## config.mk

```make
export PLATFORM = sky130hd
export DESIGN_NAME = matrix_multiply_flat
export DESIGN_NICKNAME = d
export VERILOG_FILES = /design/src/rtl/mm_pkg.sv /design/src/rtl/mm_in_if.sv /design/src/rtl/mm_out_if.sv /design/src/rtl/mm_ram.sv /design/src/rtl/matrix_multiply.sv /design/src/flat_wrapper.sv
export SDC_FILE = /design/constraint.sdc
export NUM_CORES = 2
export LEC_CHECK = 0
export BUFFER_PORTS_ARGS = -buffer_cell sky130_fd_sc_hd__buf_2
export CAP_MARGIN = 20
export CORE_AREA = 2 2 422 424
export CTS_CLUSTER_SIZE = 40
export DETAILED_ROUTE_END_ITERATION = 16
export DIE_AREA = 0 0 424 426
export GPL_TIMING_DRIVEN = 0
export PLACE_DENSITY = 0.82
export SYNTH_ARGS = -nofsm -noshare
export SYNTH_HDL_FRONTEND = slang
export SYNTH_SLANG_ARGS = --single-unit
```

## constraint.sdc

```tcl
create_clock -name clk -period 6.3 [get_ports clk]
set_input_delay 1.89 -clock clk [delete_from_list [all_inputs] [get_ports clk]]
set_output_delay 1.89 -clock clk [all_outputs]
set_load 0.03 [all_outputs]
```

## src/rtl/mm_pkg.sv

```systemverilog
// Package: types, codes and widths of the matrix product engine.
`default_nettype none
package mm_pkg;

  localparam int MAX_DIM_DEF    = 8;
  localparam int DATA_WIDTH_DEF = 16;

  localparam int DIM_W      = 4;   // dimension register width
  localparam int IDX_W      = 3;   // row / column field width
  localparam int VAL_W      = 16;  // entry field width
  localparam int PROD_W     = 36;  // product field width
  localparam int ACT_W      = 2;
  localparam int CFG_IDX_W  = 2;
  localparam int CFG_DATA_W = 4;

  localparam logic [DIM_W-1:0] DIM_RESET = 4'd8;

  localparam logic [ACT_W-1:0] ACT_WRITE_A = 2'd0;
  localparam logic [ACT_W-1:0] ACT_WRITE_B = 2'd1;
  localparam logic [ACT_W-1:0] ACT_COMPUTE = 2'd2;

  localparam logic [CFG_IDX_W-1:0] CFG_ROWS_A     = 2'd0;
  localparam logic [CFG_IDX_W-1:0] CFG_INNER_SIZE = 2'd1;
  localparam logic [CFG_IDX_W-1:0] CFG_COLS_B     = 2'd2;

  typedef enum logic {
    ST_IDLE,
    ST_RUN
  } state_t;

  // Tag that travels with each multiply through the pipeline.
  typedef struct packed {
    logic             first_k;
    logic             last_k;
    logic [IDX_W-1:0] row;
    logic [IDX_W-1:0] col;
    logic             last_elem;
  } mac_tag_t;

endpackage
`default_nettype wire

```

## src/rtl/mm_in_if.sv

```systemverilog
// Interface: input channel of the matrix product engine.
`default_nettype none
interface mm_in_if
  import mm_pkg::*;
();
  logic                    valid;
  logic                    ready;
  logic [ACT_W-1:0]        action;
  logic [IDX_W-1:0]        row_index;
  logic [IDX_W-1:0]        col_index;
  logic signed [VAL_W-1:0] entry_value;

  modport source (output valid, action, row_index, col_index, entry_value, input ready);
  modport sink   (input valid, action, row_index, col_index, entry_value, output ready);
endinterface
`default_nettype wire

```

## src/rtl/mm_out_if.sv

```systemverilog
// Interface: result channel of the matrix product engine.
`default_nettype none
interface mm_out_if
  import mm_pkg::*;
();
  logic                     valid;
  logic                     ready;
  logic [IDX_W-1:0]         out_row;
  logic [IDX_W-1:0]         out_col;
  logic signed [PROD_W-1:0] product_value;
  logic                     last;

  modport source (output valid, out_row, out_col, product_value, last, input ready);
  modport sink   (input valid, out_row, out_col, product_value, last, output ready);
endinterface
`default_nettype wire

```

## src/rtl/mm_ram.sv

```systemverilog
// Generic simple dual-port RAM with registered read.
`default_nettype none
module mm_ram #(
  parameter int WIDTH = 16,
  parameter int DEPTH = 64,
  localparam int AW = (DEPTH > 1) ? $clog2(DEPTH) : 1
) (
  input  wire logic             clk,
  input  wire logic             we,
  input  wire logic [AW-1:0]    waddr,
  input  wire logic [WIDTH-1:0] wdata,
  input  wire logic             re,
  input  wire logic [AW-1:0]    raddr,
  output logic      [WIDTH-1:0] rdata
);
  logic [WIDTH-1:0] mem [DEPTH];

  always_ff @(posedge clk) begin
    if (we) begin
      mem[waddr] <= wdata;
    end
    if (re) begin
      rdata <= mem[raddr];
    end
  end
endmodule
`default_nettype wire

```

## src/rtl/matrix_multiply.sv

```systemverilog
// Top level: dense matrix product engine over two entry RAMs.
//
// Channels: in_ch carries load and compute beats, out_ch carries product
// elements; a beat moves when valid and ready are both high. cfg_we writes
// rows_a, inner_size or cols_b (index 0, 1, 2) in the same cycle; other
// indexes are dropped.
// Load beats (write A, write B) are taken one per cycle when idle and
// return nothing; an index beyond the store is dropped, action 3 is taken
// and dropped. A compute beat starts a run of rows_a x cols_b elements in
// row-major order, each the sum of inner_size products. One multiply and
// accumulate runs per cycle unless out_ch stalls, so a run issues
// rows_a * cols_b * inner_size reads; each product passes the RAM read and
// multiply registers into the accumulator, and each sum into the output
// register. The pace is set by the single read port of each entry RAM and
// the one multiplier behind them. in_ch.ready is low while a run issues
// reads; loads may follow as soon as the last read of a run is issued.
// A stalled out_ch freezes the read, multiply and accumulate stages; the
// element waits in the output register and nothing is lost.
// Reset (rst_n low, synchronous) sets all dimensions to 8 and clears the
// pipeline; RAM contents are undefined until written.
`default_nettype none
module matrix_multiply
  import mm_pkg::*;
#(
  parameter int MAX_DIM    = MAX_DIM_DEF,
  parameter int DATA_WIDTH = DATA_WIDTH_DEF
) (
  input  wire logic                  clk,
  input  wire logic                  rst_n,
  mm_in_if.sink                      in_ch,
  mm_out_if.source                   out_ch,
  input  wire logic                  cfg_we,
  input  wire logic [CFG_IDX_W-1:0]  cfg_index,
  input  wire logic [CFG_DATA_W-1:0] cfg_data
);
  localparam int DEPTH  = MAX_DIM * MAX_DIM;
  localparam int ADDR_W = (DEPTH > 1) ? $clog2(DEPTH) : 1;
  localparam int MUL_W  = 2 * DATA_WIDTH;
  localparam int EXT_W  = (MUL_W > PROD_W) ? MUL_W : PROD_W;
  localparam logic [DIM_W:0] MAX_DIM_C = (DIM_W + 1)'(MAX_DIM);

  // Map register value onto 1..MAX_DIM.
  function automatic logic [DIM_W-1:0] clamp_dim(input logic [DIM_W-1:0] d);
    logic [DIM_W-1:0] r;
    if (d == '0) begin
      r = DIM_W'(1);
    end else if ({1'b0, d} > MAX_DIM_C) begin
      r = MAX_DIM_C[DIM_W-1:0];
    end else begin
      r = d;
    end
    return r;
  endfunction

  // Configuration registers
  logic [DIM_W-1:0] rows_a_r, inner_size_r, cols_b_r;

  always_ff @(posedge clk) begin
    if (!rst_n) begin
      rows_a_r     <= DIM_RESET;
      inner_size_r <= DIM_RESET;
      cols_b_r     <= DIM_RESET;
    end else if (cfg_we) begin
      unique case (cfg_index)
        CFG_ROWS_A:     rows_a_r     <= cfg_data;
        CFG_INNER_SIZE: inner_size_r <= cfg_data;
        CFG_COLS_B:     cols_b_r     <= cfg_data;
        default: ;
      endcase
    end
  end

  logic [DIM_W-1:0] nr_m1, nk_m1, nc_m1;
  assign nr_m1 = clamp_dim(rows_a_r)     - DIM_W'(1);
  assign nk_m1 = clamp_dim(inner_size_r) - DIM_W'(1);
  assign nc_m1 = clamp_dim(cols_b_r)     - DIM_W'(1);

  // Sequencer state and loop counters
  state_t           state_r, state_nxt;
  logic [DIM_W-1:0] i_r, j_r, k_r, i_nxt, j_nxt, k_nxt;
  logic             stall, adv, issue, in_acc;
  mac_tag_t         tag0;

  assign stall  = out_ch.valid && !out_ch.ready;
  assign adv    = !stall;
  assign in_acc = in_ch.valid && in_ch.ready;

  always_ff @(posedge clk) begin
    if (!rst_n) begin
      state_r <= ST_IDLE;
      i_r     <= '0;
      j_r     <= '0;
      k_r     <= '0;
    end else begin
      state_r <= state_nxt;
      i_r     <= i_nxt;
      j_r     <= j_nxt;
      k_r     <= k_nxt;
    end
  end

  always_comb begin
    state_nxt   = state_r;
    i_nxt       = i_r;
    j_nxt       = j_r;
    k_nxt       = k_r;
    in_ch.ready = 1'b0;
    issue       = 1'b0;
    unique case (state_r)
      ST_IDLE: begin
        in_ch.ready = 1'b1;
        if (in_ch.valid && in_ch.action == ACT_COMPUTE) begin
          state_nxt = ST_RUN;
          i_nxt     = '0;
          j_nxt     = '0;
          k_nxt     = '0;
        end
      end
      ST_RUN: begin
        issue = adv;
        if (adv) begin
          if (k_r == nk_m1) begin
            k_nxt = '0;
            if (j_r == nc_m1) begin
              j_nxt = '0;
              if (i_r == nr_m1) begin
                state_nxt = ST_IDLE;
              end else begin
                i_nxt = i_r + DIM_W'(1);
              end
            end else begin
              j_nxt = j_r + DIM_W'(1);
            end
          end else begin
            k_nxt = k_r + DIM_W'(1);
          end
        end
      end
      default: state_nxt = ST_IDLE;
    endcase
  end

  assign tag0.first_k   = (k_r == '0);
  assign tag0.last_k    = (k_r == nk_m1);
  assign tag0.row       = i_r[IDX_W-1:0];
  assign tag0.col       = j_r[IDX_W-1:0];
  assign tag0.last_elem = (i_r == nr_m1) && (j_r == nc_m1);

  // Load path: write ports of both RAMs
  logic                  wr_in_range, we_a, we_b;
  logic [ADDR_W-1:0]     waddr;
  logic [DATA_WIDTH-1:0] wdata;

  assign wr_in_range = ({2'b00, in_ch.row_index} < MAX_DIM_C) &&
                       ({2'b00, in_ch.col_index} < MAX_DIM_C);
  assign waddr = ADDR_W'(32'(in_ch.row_index) * MAX_DIM + 32'(in_ch.col_index));
  assign wdata = DATA_WIDTH'(in_ch.entry_value);
  assign we_a  = in_acc && wr_in_range && (in_ch.action == ACT_WRITE_A);
  assign we_b  = in_acc && wr_in_range && (in_ch.action == ACT_WRITE_B);

  // Read path: A[i][k] and B[k][j]
  logic [ADDR_W-1:0]     raddr_a, raddr_b;
  logic [DATA_WIDTH-1:0] a_rdata, b_rdata;

  assign raddr_a = ADDR_W'(32'(i_r) * MAX_DIM + 32'(k_r));
  assign raddr_b = ADDR_W'(32'(k_r) * MAX_DIM + 32'(j_r));

  mm_ram #(.WIDTH(DATA_WIDTH), .DEPTH(DEPTH)) u_a_ram (
    .clk   (clk),
    .we    (we_a),
    .waddr (waddr),
    .wdata (wdata),
    .re    (issue),
    .raddr (raddr_a),
    .rdata (a_rdata)
  );

  mm_ram #(.WIDTH(DATA_WIDTH), .DEPTH(DEPTH)) u_b_ram (
    .clk   (clk),
    .we    (we_b),
    .waddr (waddr),
    .wdata (wdata),
    .re    (issue),
    .raddr (raddr_b),
    .rdata (b_rdata)
  );

  // Multiply and accumulate stages
  logic                     v1_r, v2_r;
  mac_tag_t                 tag1_r, tag2_r;
  logic signed [MUL_W-1:0]  prod_r;
  logic signed [EXT_W-1:0]  prod_ext;
  logic signed [PROD_W-1:0] prod_lo, acc_r, acc_nxt;

  assign prod_ext = EXT_W'(prod_r);
  assign prod_lo  = prod_ext[PROD_W-1:0];
  assign acc_nxt  = (tag2_r.first_k ? '0 : acc_r) + prod_lo;

  always_ff @(posedge clk) begin
    if (!rst_n) begin
      v1_r <= 1'b0;
      v2_r <= 1'b0;
    end else if (adv) begin
      v1_r <= issue;
      v2_r <= v1_r;
    end
  end

  always_ff @(posedge clk) begin
    if (adv) begin
      tag1_r <= tag0;
      tag2_r <= tag1_r;
      prod_r <= $signed(a_rdata) * $signed(b_rdata);
      if (v2_r) begin
        acc_r <= acc_nxt;
      end
    end
  end

  // Output register: hold the element until the beat is taken
  logic                     out_valid_r, out_last_r;
  logic [IDX_W-1:0]         out_row_r, out_col_r;
  logic signed [PROD_W-1:0] out_val_r;

  always_ff @(posedge clk) begin
    if (!rst_n) begin
      out_valid_r <= 1'b0;
    end else if (adv) begin
      out_valid_r <= v2_r && tag2_r.last_k;
    end
  end

  always_ff @(posedge clk) begin
    if (adv && v2_r && tag2_r.last_k) begin
      out_row_r  <= tag2_r.row;
      out_col_r  <= tag2_r.col;
      out_val_r  <= acc_nxt;
      out_last_r <= tag2_r.last_elem;
    end
  end

  assign out_ch.valid         = out_valid_r;
  assign out_ch.out_row       = out_row_r;
  assign out_ch.out_col       = out_col_r;
  assign out_ch.product_value = out_val_r;
  assign out_ch.last          = out_last_r;

endmodule
`default_nettype wire

```

## src/flat_wrapper.sv

```systemverilog
// flat-port wrapper written by rule: the top's interface ports become plain ports
module matrix_multiply_flat import mm_pkg::*;
#(
  parameter int MAX_DIM    = MAX_DIM_DEF,
  parameter int DATA_WIDTH = DATA_WIDTH_DEF
)
  (clk, rst_n, cfg_we, cfg_index, cfg_data, in_ch_valid, in_ch_action, in_ch_row_index, in_ch_col_index, in_ch_entry_value, in_ch_ready, out_ch_valid, out_ch_out_row, out_ch_out_col, out_ch_product_value, out_ch_last, out_ch_ready);
  mm_in_if in_ch_i ();
  mm_out_if out_ch_i ();
  input  wire logic clk;
  input  wire logic rst_n;
  input  wire logic cfg_we;
  input  wire logic [CFG_IDX_W-1:0] cfg_index;
  input  wire logic [CFG_DATA_W-1:0] cfg_data;
  input wire logic [$bits(in_ch_i.valid)-1:0] in_ch_valid;
  input wire logic [$bits(in_ch_i.action)-1:0] in_ch_action;
  input wire logic [$bits(in_ch_i.row_index)-1:0] in_ch_row_index;
  input wire logic [$bits(in_ch_i.col_index)-1:0] in_ch_col_index;
  input wire logic [$bits(in_ch_i.entry_value)-1:0] in_ch_entry_value;
  output wire logic [$bits(in_ch_i.ready)-1:0] in_ch_ready;
  output wire logic [$bits(out_ch_i.valid)-1:0] out_ch_valid;
  output wire logic [$bits(out_ch_i.out_row)-1:0] out_ch_out_row;
  output wire logic [$bits(out_ch_i.out_col)-1:0] out_ch_out_col;
  output wire logic [$bits(out_ch_i.product_value)-1:0] out_ch_product_value;
  output wire logic [$bits(out_ch_i.last)-1:0] out_ch_last;
  input wire logic [$bits(out_ch_i.ready)-1:0] out_ch_ready;
  assign in_ch_i.valid = in_ch_valid;
  assign in_ch_i.action = in_ch_action;
  assign in_ch_i.row_index = in_ch_row_index;
  assign in_ch_i.col_index = in_ch_col_index;
  assign in_ch_i.entry_value = in_ch_entry_value;
  assign in_ch_ready = in_ch_i.ready;
  assign out_ch_valid = out_ch_i.valid;
  assign out_ch_out_row = out_ch_i.out_row;
  assign out_ch_out_col = out_ch_i.out_col;
  assign out_ch_product_value = out_ch_i.product_value;
  assign out_ch_last = out_ch_i.last;
  assign out_ch_i.ready = out_ch_ready;
  matrix_multiply #(.MAX_DIM(MAX_DIM), .DATA_WIDTH(DATA_WIDTH)) u_core (.clk(clk), .rst_n(rst_n), .in_ch(in_ch_i), .out_ch(out_ch_i), .cfg_we(cfg_we), .cfg_index(cfg_index), .cfg_data(cfg_data));
endmodule
```

==> summary.md <==
| Metric | Value |
|---|---|
| Status | complete, no violations |
| Final Skew | 45.7 ps |
| Syn avg cell area | 20.2 µm² |
| CP max-delay cell | edfxtp_1 |
| Tot GR Track Use | 0.289 |
| Skew-Pair Late Insertion Delay | 870 ps |
| Layout cell share with drive strength beyond 1 | 0.261 |
| I/O Buffers | 73 |
| Post-Syn Area | 96200 µm² |
| Core ar. | 176000 µm² |
| Critical Path End Type | register |
| Hold Fails Final Rpt | 0 |
| Routed WL per cell | 34.3 µm |
| Maximum fanout along the worst path | 7 |
| Io pins | 80 |
| Via-per-instance ratio | 6.72 |
| Initial DRC count | 8223 |
| Mapped Cells | 4775 |
| Vias in the first global route | 51700 |
| Power density over the cells | 341 nW/µm² |
| Largest net degree at the start of global routing | 94 |
| Register area | 66900 µm² |
| Drt pass-1 iters | 8 |
| Remaining DRCs | 0 |
| Crit Path Class | register to register |
| Layout filler cell count | 11300 |
| Maxcap violations | 0 |
| Vias | 51800 |
| Post-synthesis async set-or-reset flop share | 0 |
| Area grow syn2layout | 12.8% |
| Most used cell, CP | fa_1 |
| Register-to-register setup slack | 160 ps |
| Die H | 426 µm |
| DP Wirelength | 157000 µm |
| Congestion Overflow GR | 0 |
| Fin Hold WS | 431 ps |
| Final #Nets | 5604 |
| Peak supply drop | 0.000346 V |
| Placement Cell Area | 101000 µm² |
| Row count | 154 |
| CTS buffer count | 205 |
| Synthesized Nets | 5201 |
| Startpoint type of the worst setup path | register |
| Cell area after layout | 109000 µm² |
| Synth warn | 0 |
| H-tree depth | 4 |
| Max-Slew Margin vs Limit | 0.125 |
| DIE AREA | 181000 µm² |
| Primary FF master, synth | edfxtp_1 |
| Required time worst endpoint | 6890 ps |
| Starting Density | 0.548 |
| Worst Tran Pin Value | 1310 ps |
| Sink Count | 2237 |
| CTS root buffer | clkbuf_16 |
| CP cell instances | buf_8 > nand2_1 > fa_1 > inv_1 > fa_1 > fa_2 > fa_2 > fa_1 > inv_1 > fa_1 > inv_1 > ha_2 > a21o_1 > a21o_1 > a221oi_4 > o21ai_2 > o31ai_4 > a21oi_2 > mux2i_1 > nand4_1 |
| Critical path's largest stage delay | 590 ps |
| Crit path time final | 6140 ps |
| Post-synth EDFFs | 2209 |
| First-pass GRT wire length | 371000 µm |
| Post-route ant nets | 0 |
| Number of setup violations in the final report | 0 |
| Placer Congestion | 0.943 |
| Final WL | 265000 µm |
| Fin crit share | 0.975 |
| Reg clk slew, reported paths | 70 ps |
| Area occupied by multi-input gates | 27700 µm² |
| CTS tree | done |
| Synth cell types | 60 |
| Post-synthesis sequential area ratio | 0.695 |
| P_leak | 35.4 nW |
| Worst hold path class | register to register |
| Maximum clock insertion buffer count | 3 |
| Die Wd | 424 µm |
| Fmax | 163 MHz |
| Initial antenna violation count | 27 |
| Final core utilization | 0.618 |
| #FFs+latches synth | 2237 |
| Crit path DAT | 6730 ps |
| Final Max Slew Viols | 0 |
sequential cells by signal, summed over array words and instances (netlist names), 3 cells and up:
register / count
u_core.out_ch.out_col: 3
u_core.cols_b_r: 4
u_core.u_a_ram.mem: 1024
u_core.out_ch.out_row: 3
u_core.rows_a_r: 4
u_core.k_r: 4
u_core.out_ch.product_value: 36
u_core.i_r: 4
u_core.u_b_ram.rdata: 16
u_core.j_r: 4
u_core.inner_size_r: 4
u_core.prod_r: 32
u_core.acc_r: 36
u_core.tag1_r: 9
u_core.u_b_ram.mem: 1024
u_core.tag2_r: 9
u_core.u_a_ram.rdata: 16
synthesized netlist by cell type, drive strengths merged, types with 11 or more instances:
cell type	n	area, µm²
edfxtp	2209	66300
buf	83	407
a21o	19	143
xnor2	59	517
a21oi	64	324
nor2b	42	263
mux2i	16	160
clkbuf	124	465
fa	263	5270
ha	128	1600
nand2	178	668
xor2	23	201
nand3	19	95.1
a211oi	11	82.6
nor2	191	717
dfxtp	28	561
o21ai	37	185
nand2b	17	106
inv	325	1220
mux4	672	15100
and2	133	832
nand4	15	93.8
nor3	18	90.1
metal layers:
layer  up-vias  track usage  wire length [µm]
met4        16        0.145             16500
met1     26500        0.373             88500
li1      19700            -                 -
met5         -            0               140
met2      4626        0.458            126000
met3       963       0.0778             34000
report_power, final:
| group | internal, mW | switching [mW] | leakage [nW] |
|---|---|---|---|
| Sequential | 16.9 | 0.0642 | 20.2 |
| Combinational | 3.19 | 4.18 | 11.9 |
| Clock | 7.03 | 5.68 | 3.29 |
| Total | 27.1 | 9.92 | 35.4 |
worst max-delay path: cells and delay by family, from the launching register on:
| kind | cells | cell delay [ps] |
|---|---|---|
| fa+ha+maj | 7 | 3310 |
| compound gates | 6 | 1250 |
| flops | 1 | 590 |
| buf+inv | 4 | 330 |
| simple gates | 2 | 190 |
| mux | 1 | 170 |
kinds of logic after synthesis:
family / share of synthesized area
buffers and inverters: 0.0218
adders and majority gates: 0.0714
AOI/OAI and AO/OA: 0.0123
and+or+nand+nor: 0.0331
xor gates and xnor gates: 0.00746
muxes: 0.159
DFF: 0.695
timing repair:
item	4_1_cts	5_1_grt
setup endpoints to repair	11	11
hold buffers	0	0
pin swaps	2	18
gates resized for setup	56	62
gates cloned	0	0
buffers inserted	26	24
final cells by class:
class,instances,area share
inverters,326,0.0113
clock buffers,251,0.0498
well taps,2340,0.0270
diodes,17,0.000392
repair buffers,198,0.0188
plain buffers,205,0.00912
multi-input cells,2005,0.255
flip-flops and latches,2237,0.616
clock inverters,133,0.0121
final timing paths:
check                           end  cells after the start                     start
setup / recovery  u_core.prod_r[31]                     20  u_core.u_a_ram.rdata[10]
hold / removal     u_core.tag2_r[7]                      0          u_core.tag1_r[7]
setup reg to reg  u_core.prod_r[31]                     20  u_core.u_a_ram.rdata[10]
hold reg to reg    u_core.tag2_r[7]                      0          u_core.tag1_r[7]
stage by stage:
| step | setup TNS [ps] | worst slack [ps] | cells | total power, mW |
|---|---|---|---|---|
| after detailed placement | -4920 | -846 | 7257 | 23.8 |
| after global placement | -796450 | -1380 | 7188 | 23.5 |
| final | 0 | 160 | 7712 | 37.0 |
| after CTS | 0 | 2.71 | 7666 | 36.4 |
| after global routing | -7.60 | -7.60 | 7706 | 38.3 |
| after floorplan | 0 | 280 | 4775 | 22.2 |
cells in the final DEF (no fill, tap or decap), drive strengths merged, types with 59 or more instances in the layout:
master and instances:
clkbuf 361, xnor2 59, a21oi 64, ha 128, nor2 191, inv 336, clkinv 94, fa 263
buf 292, edfxtp 2209, nand2 178, and2 133, mux4 672
Note: power is estimated with default switching activity, not from simulation.
